<file path="config.mk">
export PLATFORM = sky130hd
export DESIGN_NAME = square_transposition_cipher_top
export DESIGN_NICKNAME = d
export VERILOG_FILES = /design/src/rtl/sqtc_pkg.sv /design/src/rtl/square_transposition_cipher_top.sv
export SDC_FILE = /design/constraint.sdc
export NUM_CORES = 1
export LEC_CHECK = 0
export BUFFER_PORTS_ARGS = -buffer_cell sky130_fd_sc_hd__buf_2
export CAP_MARGIN = 5
export CORE_ASPECT_RATIO = 1.2
export CORE_MARGIN = 5
export CORE_UTILIZATION = 60
export CTS_CLUSTER_DIAMETER = 60
export DETAILED_ROUTE_END_ITERATION = 8
export GPL_TIMING_DRIVEN = 0
export PLACE_DENSITY_LB_ADDON = 0.12
export SLEW_MARGIN = 30
export SYNTH_ARGS = -nofsm -noshare
export SYNTH_HDL_FRONTEND = slang
export SYNTH_SLANG_ARGS = --single-unit
</file>
<file path="constraint.sdc">
create_clock -name clk_i -period 4.2 [get_ports clk_i]
set_input_delay 0.63 -clock clk_i [delete_from_list [all_inputs] [get_ports clk_i]]
set_output_delay 0.63 -clock clk_i [all_outputs]
set_load 0.02 [all_outputs]
</file>
<file path="src/rtl/sqtc_pkg.sv">
// Package for the square transposition cipher block.
// Holds sizing constants, mode codes and the sequencer state type.
// No dependencies.
package sqtc_pkg;

  localparam int unsigned MAX_LEN = 64;
  localparam int unsigned CHAR_W  = 8;
  // store/grid address
  localparam int unsigned ADDR_W  = $clog2(MAX_LEN);
  // byte counts, 0..MAX_LEN
  localparam int unsigned CNT_W   = $clog2(MAX_LEN + 1);
  // cell positions and m*m, with headroom for pos + m
  localparam int unsigned SQ_W    = CNT_W + 2;

  localparam logic MODE_ENC = 1'b0;
  localparam logic MODE_DEC = 1'b1;

  typedef enum logic [2:0] {
    ST_LOAD,
    ST_SIDE,
    ST_WALK,
    ST_DRAIN,
    ST_EMIT_RD,
    ST_EMIT_OUT
  } state_e;

endpackage

</file>
<file path="src/rtl/square_transposition_cipher_top.sv">
// Top level of the square transposition cipher block.
// Depends on sqtc_pkg for constants and the state type.
//
// Usage: feed message bytes one item per cycle, the final one with last_char_i
// set. Up to MAX_LEN (64) bytes are kept; extras are dropped and flagged on
// overflow_o for every result item of that message. After the final byte the
// block works out the grid side m, walks all m*m cells once (one store read
// per valid cell), passes through a drain state to settle the last grid
// write, and then emits the n result items, each in an EMIT_RD state and then
// an EMIT_OUT state, since every output goes through the registered read port
// of the grid memory. Input is stalled from the final byte until the last
// result item is taken. mode (0 encode, 1 decode) is sampled during the cell
// walk.
module square_transposition_cipher_top (
  input  logic                        clk_i,
  input  logic                        rst_ni,
  // configuration
  input  logic                        cfg_we_i,
  input  logic                        cfg_wdata_i,
  // input channel
  input  logic                        in_valid_i,
  output logic                        in_stall_o,
  input  logic [sqtc_pkg::CHAR_W-1:0] char_in_i,
  input  logic                        last_char_i,
  // output channel
  output logic                        out_valid_o,
  input  logic                        out_stall_i,
  output logic [sqtc_pkg::CHAR_W-1:0] char_out_o,
  output logic                        last_out_o,
  output logic                        overflow_o
);

  sqtc_pkg::state_e state_q, state_d;

  logic                          mode_q;
  logic [sqtc_pkg::CNT_W-1:0]    cnt_q, cnt_d;     // bytes held
  logic                          drop_q, drop_d;   // overflow on this message
  logic [sqtc_pkg::ADDR_W-1:0]   m_q, m_d;         // grid side
  logic [sqtc_pkg::SQ_W-1:0]     sq_q, sq_d;       // m*m
  logic [sqtc_pkg::ADDR_W-1:0]   col_q, col_d;     // walk column
  logic [sqtc_pkg::SQ_W-1:0]     pos_q, pos_d;     // row-major cell position
  logic [sqtc_pkg::CNT_W-1:0]    k_q, k_d;         // column-major rank of valid cell
  logic [sqtc_pkg::CNT_W-1:0]    e_q, e_d;         // emit index

  // memories
  logic [sqtc_pkg::CHAR_W-1:0]   store_mem [sqtc_pkg::MAX_LEN];
  logic [sqtc_pkg::CHAR_W-1:0]   grid_mem  [sqtc_pkg::MAX_LEN];
  logic [sqtc_pkg::CHAR_W-1:0]   store_rd_q;
  logic [sqtc_pkg::CHAR_W-1:0]   grid_rd_q;

  // delayed grid write, made in the cycle after the store read
  logic                          wr_v_q, wr_v_d;
  logic [sqtc_pkg::ADDR_W-1:0]   wr_addr_q, wr_addr_d;

  logic                          in_acc;
  logic                          out_acc;
  logic                          has_room;
  logic [sqtc_pkg::SQ_W-1:0]     n_ext;
  logic [sqtc_pkg::SQ_W-1:0]     m_ext;
  logic [sqtc_pkg::SQ_W-1:0]     pos_step;
  logic [sqtc_pkg::ADDR_W-1:0]   col_nx;
  logic                          cell_ok;
  logic                          side_done;
  logic                          walk_done;
  logic                          rd_en;
  logic [sqtc_pkg::ADDR_W-1:0]   rd_addr;
  logic                          emit_last;

  assign in_acc    = in_valid_i && !in_stall_o;
  assign out_acc   = out_valid_o && !out_stall_i;
  assign has_room  = cnt_q < sqtc_pkg::CNT_W'(sqtc_pkg::MAX_LEN);
  assign n_ext     = sqtc_pkg::SQ_W'(cnt_q);
  assign m_ext     = sqtc_pkg::SQ_W'(m_q);
  // single shared adder path for the walk: step down one row
  assign pos_step  = pos_q + m_ext;
  assign col_nx    = col_q + 1'b1;
  assign cell_ok   = pos_q < n_ext;
  assign side_done = sq_q >= n_ext;
  assign walk_done = (pos_step >= sq_q) && (col_nx == m_q);
  assign emit_last = (e_q + sqtc_pkg::CNT_W'(1)) == cnt_q;
  assign rd_en     = (state_q == sqtc_pkg::ST_WALK) && cell_ok;
  assign rd_addr   = (mode_q == sqtc_pkg::MODE_ENC) ? pos_q[sqtc_pkg::ADDR_W-1:0]
                                                    : k_q[sqtc_pkg::ADDR_W-1:0];

  // next state
  always_comb begin
    state_d = state_q;
    unique case (state_q)
      sqtc_pkg::ST_LOAD: begin
        if (in_acc && last_char_i) state_d = sqtc_pkg::ST_SIDE;
      end
      sqtc_pkg::ST_SIDE: begin
        if (side_done) state_d = sqtc_pkg::ST_WALK;
      end
      sqtc_pkg::ST_WALK: begin
        if (walk_done) state_d = sqtc_pkg::ST_DRAIN;
      end
      sqtc_pkg::ST_DRAIN:    state_d = sqtc_pkg::ST_EMIT_RD;
      sqtc_pkg::ST_EMIT_RD:  state_d = sqtc_pkg::ST_EMIT_OUT;
      sqtc_pkg::ST_EMIT_OUT: begin
        if (out_acc) state_d = emit_last ? sqtc_pkg::ST_LOAD : sqtc_pkg::ST_EMIT_RD;
      end
      default: state_d = sqtc_pkg::ST_LOAD;
    endcase
  end

  // handshake outputs
  always_comb begin
    in_stall_o  = (state_q != sqtc_pkg::ST_LOAD);
    out_valid_o = (state_q == sqtc_pkg::ST_EMIT_OUT);
  end

  assign char_out_o = grid_rd_q;
  assign last_out_o = emit_last;
  assign overflow_o = drop_q;

  // datapath next values
  always_comb begin
    cnt_d     = cnt_q;
    drop_d    = drop_q;
    m_d       = m_q;
    sq_d      = sq_q;
    col_d     = col_q;
    pos_d     = pos_q;
    k_d       = k_q;
    e_d       = e_q;
    wr_v_d    = 1'b0;
    wr_addr_d = wr_addr_q;
    unique case (state_q)
      sqtc_pkg::ST_LOAD: begin
        if (in_acc) begin
          if (has_room) cnt_d = cnt_q + 1'b1;
          else          drop_d = 1'b1;
        end
        m_d  = '0;
        sq_d = '0;
      end
      sqtc_pkg::ST_SIDE: begin
        // (m+1)^2 = m^2 + 2m + 1
        if (!side_done) begin
          sq_d = sq_q + sqtc_pkg::SQ_W'({m_q, 1'b1});
          m_d  = m_q + 1'b1;
        end
        col_d = '0;
        pos_d = '0;
        k_d   = '0;
      end
      sqtc_pkg::ST_WALK: begin
        if (cell_ok) begin
          wr_v_d    = 1'b1;
          wr_addr_d = (mode_q == sqtc_pkg::MODE_ENC) ? k_q[sqtc_pkg::ADDR_W-1:0]
                                                     : pos_q[sqtc_pkg::ADDR_W-1:0];
          k_d       = k_q + 1'b1;
        end
        if (pos_step >= sq_q) begin
          col_d = col_nx;
          pos_d = sqtc_pkg::SQ_W'(col_nx);
        end else begin
          pos_d = pos_step;
        end
        e_d = '0;
      end
      sqtc_pkg::ST_DRAIN:   ;
      sqtc_pkg::ST_EMIT_RD: ;
      sqtc_pkg::ST_EMIT_OUT: begin
        if (out_acc) begin
          e_d = e_q + 1'b1;
          if (emit_last) begin
            cnt_d  = '0;
            drop_d = 1'b0;
          end
        end
      end
      default: ;
    endcase
  end

  always_ff @(posedge clk_i or negedge rst_ni) begin
    if (!rst_ni) begin
      state_q   <= sqtc_pkg::ST_LOAD;
      mode_q    <= sqtc_pkg::MODE_ENC;
      cnt_q     <= '0;
      drop_q    <= 1'b0;
      m_q       <= '0;
      sq_q      <= '0;
      col_q     <= '0;
      pos_q     <= '0;
      k_q       <= '0;
      e_q       <= '0;
      wr_v_q    <= 1'b0;
      wr_addr_q <= '0;
    end else begin
      state_q   <= state_d;
      if (cfg_we_i) mode_q <= cfg_wdata_i;
      cnt_q     <= cnt_d;
      drop_q    <= drop_d;
      m_q       <= m_d;
      sq_q      <= sq_d;
      col_q     <= col_d;
      pos_q     <= pos_d;
      k_q       <= k_d;
      e_q       <= e_d;
      wr_v_q    <= wr_v_d;
      wr_addr_q <= wr_addr_d;
    end
  end

  // message store: written on load, read during the walk
  always_ff @(posedge clk_i) begin
    if (in_acc && has_room) store_mem[cnt_q[sqtc_pkg::ADDR_W-1:0]] <= char_in_i;
    if (rd_en) store_rd_q <= store_mem[rd_addr];
  end

  // grid: written behind the store read, read in order on emit
  always_ff @(posedge clk_i) begin
    if (wr_v_q) grid_mem[wr_addr_q] <= store_rd_q;
    if (state_q == sqtc_pkg::ST_EMIT_RD) grid_rd_q <= grid_mem[e_q[sqtc_pkg::ADDR_W-1:0]];
  end

`ifndef SYNTH
  // never emit past the held message
  a_emit_in_range: assert property (@(posedge clk_i) disable iff (!rst_ni)
    out_valid_o |-> (e_q < cnt_q))
    else $error("emit index beyond message length");

  // walk never ranks more valid cells than bytes held
  a_rank_in_range: assert property (@(posedge clk_i) disable iff (!rst_ni)
    rd_en |-> (k_q < cnt_q))
    else $error("column-major rank beyond message length");

  // final result taken clears the message state
  a_clear_after_last: assert property (@(posedge clk_i) disable iff (!rst_ni)
    (out_acc && last_out_o) |=> (cnt_q == '0 && !drop_q && !in_stall_o))
    else $error("message state not cleared after final item");

  // side search stops at the smallest square covering the message
  a_side_minimal: assert property (@(posedge clk_i) disable iff (!rst_ni)
    (state_q == sqtc_pkg::ST_SIDE && side_done) |->
      (m_q == '0 || (sq_q - sqtc_pkg::SQ_W'({m_q, 1'b0}) + 1'b1) < n_ext))
    else $error("grid side not minimal");

  // byte count never exceeds capacity
  a_cnt_cap: assert property (@(posedge clk_i) disable iff (!rst_ni)
    cnt_q <= sqtc_pkg::CNT_W'(sqtc_pkg::MAX_LEN))
    else $error("byte count above capacity");
`endif

endmodule
</file>
==> results_dict.tcl <==
set metrics [dict create \
    grt_max_degree 65 \
    cp-startpoint "m_q[0]" \
    synth_enable_flop_cells 1040 \
    drive_gt1_frac 0.1434 \
    fin_skew_ns 0.01957 \
    final_cell_area_um2 53270 \
    setup_tns_ns 0 \
    die_w_um 267.4 \
    clock_latency_ns 0.69 \
    ios 27 \
    nets 3504 \
    end_kind "flop" \
    post_synth.cell_area_avg_um2 14.53 \
    r2r_slack_ns 0.29 \
    maxCapViolations 0 \
    fin_total_pwr_mw 31.08 \
    relSlewSlack 0.3126 \
    overflow 0 \
    antenna_found_initial 2 \
    synth-seq-cells 1102 \
    gp_congestion 0.9307 \
    initial_utilization 0.6034 \
    dr.pass1.iters 5 \
    max_slew.worst_pin.slew_ns 1.027 \
    drc 0 \
    portBuffers 26 \
    cts_tree "yes" \
    vias 30050 \
    ant_nets 0 \
    drtIter0Drc 3468 \
    area_growth_pct 11.70 \
    reg2reg_depth 18 \
    grt_usage 0.2994 \
    cp.arrival_ns 4.48 \
    nFillCells 5359 \
    period_share 0.9311 \
    finalSetupViolCount 0 \
    critPathMaxFanout 10 \
    timing.rr.start "m_q[0]" \
    max_freq_mhz 255.7 \
    dpl-instance-area_um2 49530 \
    die_y_um 318.8 \
    ys.flop_type "edfxtp_1" \
    required_ns 4.77 \
    leakagePower_nw 17.31 \
    post-place-ws_ns -0.2861 \
    yosysSeqAreaShare 0.6874 \
    syn_area_um2 47690 \
    ys_types 66 \
    coreArea_um2 79030 \
    finalCriticalPeriod_ns 3.911 \
    clk_pin_slew_ns 0.07 \
    syn_inst 3281 \
    cts_max_level 3 \
    power.density_nw_per_um2 583.4 \
    min_path_type "input pin to flop" \
    grt_pass1_wl_um 189600 \
    multiInputGateArea_um2 13870 \
    cts_sinks 1102 \
    row_count 113 \
    synth-async-reset-ratio 0.05626 \
    setup_slack_ns 0.2892 \
    wl_per_cell_um 28.31 \
    status "finished, final reports clean" \
    dieArea_um2 85240 \
    wirelength_um 129400 \
    yosys_warnings 0 \
    startpoint_type "flop" \
    irDropWorstVdd_mv 0.4968 \
    dp_hpwl_um 88380 \
    vias_per_cell 6.573 \
    path_class "flop to flop" \
    final_util 0.6740 \
    grt_pass1_vias 30020 \
    crit_end "pos_q[5]" \
    syn-num-nets 3337 \
    cts_root_buffer "clkbuf_16" \
    drv_slew 0 \
    clockBufferDepth 3 \
    r2r-end "pos_q[5]" \
    final-hold-violation-count 0 \
    seq_area_um2 32790 \
    cts_made_buffers 105 \
]
==> power breakdown <==
part | total, mW | switching [mW] | internal (mW)
registers | 12.8 | 0.269 | 12.5
logic | 8.30 | 5.25 | 3.06
clock network | 9.98 | 4.19 | 5.79
total | 31.1 | 9.70 | 21.4
==> layout make-up <==
| cell class | instances | share of cell area |
|---|---|---|
| clock inverter | 76 | 0.01823 |
| tap | 1035 | 0.02431 |
| clock buffer | 119 | 0.05031 |
| timing repair buffer | 60 | 0.01102 |
| sequential | 1102 | 0.6155 |
| buffer | 199 | 0.01799 |
| inverter | 32 | 0.002255 |
| multi-input combinational | 1948 | 0.2604 |
| antenna | 1 | 0.00004698 |
==> logic make-up (layout without fill, tap and decap cells) <==
logic type	Yosys count	after routing	synth area share
mux	177	177	0.07931
other cells	0	1	0
buf+inv	231	486	0.02251
flops	1102	1102	0.6874
compound gates	862	862	0.1054
simple gates	831	831	0.08747
xor+xnor	37	37	0.006795
fa+ha+maj	41	41	0.01107
==> layout by cell type (no fill, tap or decap), types with 7 or more instances in the layout <==
cell,count
o22ai_1,122
or3_1,7
a22oi_1,123
nand2_1,54
buf_4,33
nand3_1,33
buf_6,23
or4_1,17
mux2i_1,10
buf_2,80
buf_1,17
dfrtp_1,59
nor2_1,331
nor3_1,54
clkinv_1,16
inv_1,30
nor2b_1,14
clkinv_2,21
mux2_2,7
a21o_1,12
xnor2_1,22
xor2_1,15
clkbuf_16,105
and3_1,15
clkinvlp_4,10
nand4_1,23
o21ai_0,114
nand2b_1,253
ha_1,39
edfxtp_1,1040
mux4_2,160
buf_8,9
o31ai_1,24
a211oi_1,8
clkbuf_1,105
bufinv_16,19
a21oi_1,418
==> critical path, cell delays in order, from the launching register on <==
cell	delay, ns
dfrtp_2	0.46
ha_1	0.20
inv_1	0.05
fa_1	0.41
nor2b_1	0.11
o21ai_0	0.10
a21boi_1	0.21
o22ai_1	0.19
or3_1	0.37
nand2_1	0.11
ha_1	0.25
nand2_1	0.09
o21ai_0	0.09
a211oi_1	0.27
inv_1	0.15
o21ai_2	0.18
clkbuf_4	0.22
nor2_1	0.08
a221o_1	0.26
==> routing by layer <==
layer	vias up	wire length (um)	GRT usage
li1	13120	-	-
met1	15150	46330	0.3756
met2	1467	65980	0.5148
met3	324	10360	0.04773
met4	2	6735	0.1396
met5	-	14	0
==> flip-flops by register name (all words and copies together), names as in the netlist <==
| register | cells |
|---|---|
| state_q | 3 |
| overflow_o | 1 |
| char_out_o | 8 |
| wr_addr_q | 6 |
| cnt_q | 7 |
| sq_q | 9 |
| m_q | 6 |
| grid_mem | 512 |
| col_q | 6 |
| wr_v_q | 1 |
| mode_q | 1 |
| store_mem | 512 |
| store_rd_q | 8 |
| k_q | 6 |
| e_q | 7 |
| pos_q | 9 |
==> repair_timing <==
action / in CTS / in global routing
endpoints found under the setup margin: 16 / 15
setup buffers: 0 / 4
hold buffers: 1 / 0
hold endpoints to repair: 19 / 0
resized for setup: 4 / 7
==> worst min path at each step <==
| stage | cells past startpoint | end | startpoint |
|---|---|---|---|
| 6_report | 2 | state_q[1] | out_stall_i |
| 5_1_grt | 2 | state_q[1] | out_stall_i |
| 4_1_cts | 2 | state_q[1] | out_stall_i |
| 3_5_place_dp | 1 | e_q[6] | e_q[6] |
| 3_3_place_gp | 1 | e_q[6] | e_q[6] |
| 2_1_floorplan | 0 | cnt_q[0] | rst_ni |
==> metrics by stage <==
stage,hold WS [ns],cells
2_1_floorplan,0.3344,3281
3_3_place_gp,0.4892,4342
3_5_place_dp,0.5073,4370
4_1_cts,0.1982,4566
5_1_grt,0.2328,4571
6_report,0.2451,4572
==> synthesized netlist by cell type (3+ instances only) <==
master | count | share of area
edfxtp_1 | 1040 | 0.65
a21oi_1 | 419 | 0.044
nor2_1 | 334 | 0.026
nand2b_1 | 253 | 0.033
mux4_2 | 160 | 0.076
a22oi_1 | 123 | 0.019
o22ai_1 | 122 | 0.016
o21ai_0 | 115 | 0.012
clkbuf_1 | 92 | 0.0072
buf_2 | 63 | 0.0066
dfrtp_1 | 62 | 0.033
nor3_1 | 57 | 0.0060
nand2_1 | 54 | 0.0043
ha_1 | 39 | 0.010
nand3_1 | 33 | 0.0035
inv_1 | 30 | 0.0024
o31ai_1 | 24 | 0.0038
nand4_1 | 23 | 0.0030
xnor2_1 | 22 | 0.0040
buf_1 | 18 | 0.0014
buf_4 | 18 | 0.0028
or4_1 | 17 | 0.0027
and3_1 | 15 | 0.0020
xor2_1 | 15 | 0.0028
nor2b_1 | 14 | 0.0018
a21o_1 | 12 | 0.0019
mux2i_1 | 10 | 0.0021
a211oi_1 | 8 | 0.0013
buf_6 | 8 | 0.0019
mux2_2 | 7 | 0.0017
or3_1 | 7 | 0.00092
a31oi_1 | 5 | 0.00066
and2_1 | 5 | 0.00066
a22o_1 | 4 | 0.00073
o21ai_1 | 4 | 0.00042
a2111oi_0 | 3 | 0.00055
a32o_1 | 3 | 0.00063
nand3b_1 | 3 | 0.00047
nor3b_1 | 3 | 0.00047
o21a_1 | 3 | 0.00047
or2_2 | 3 | 0.00039
(Power assumes the default switching activity.)
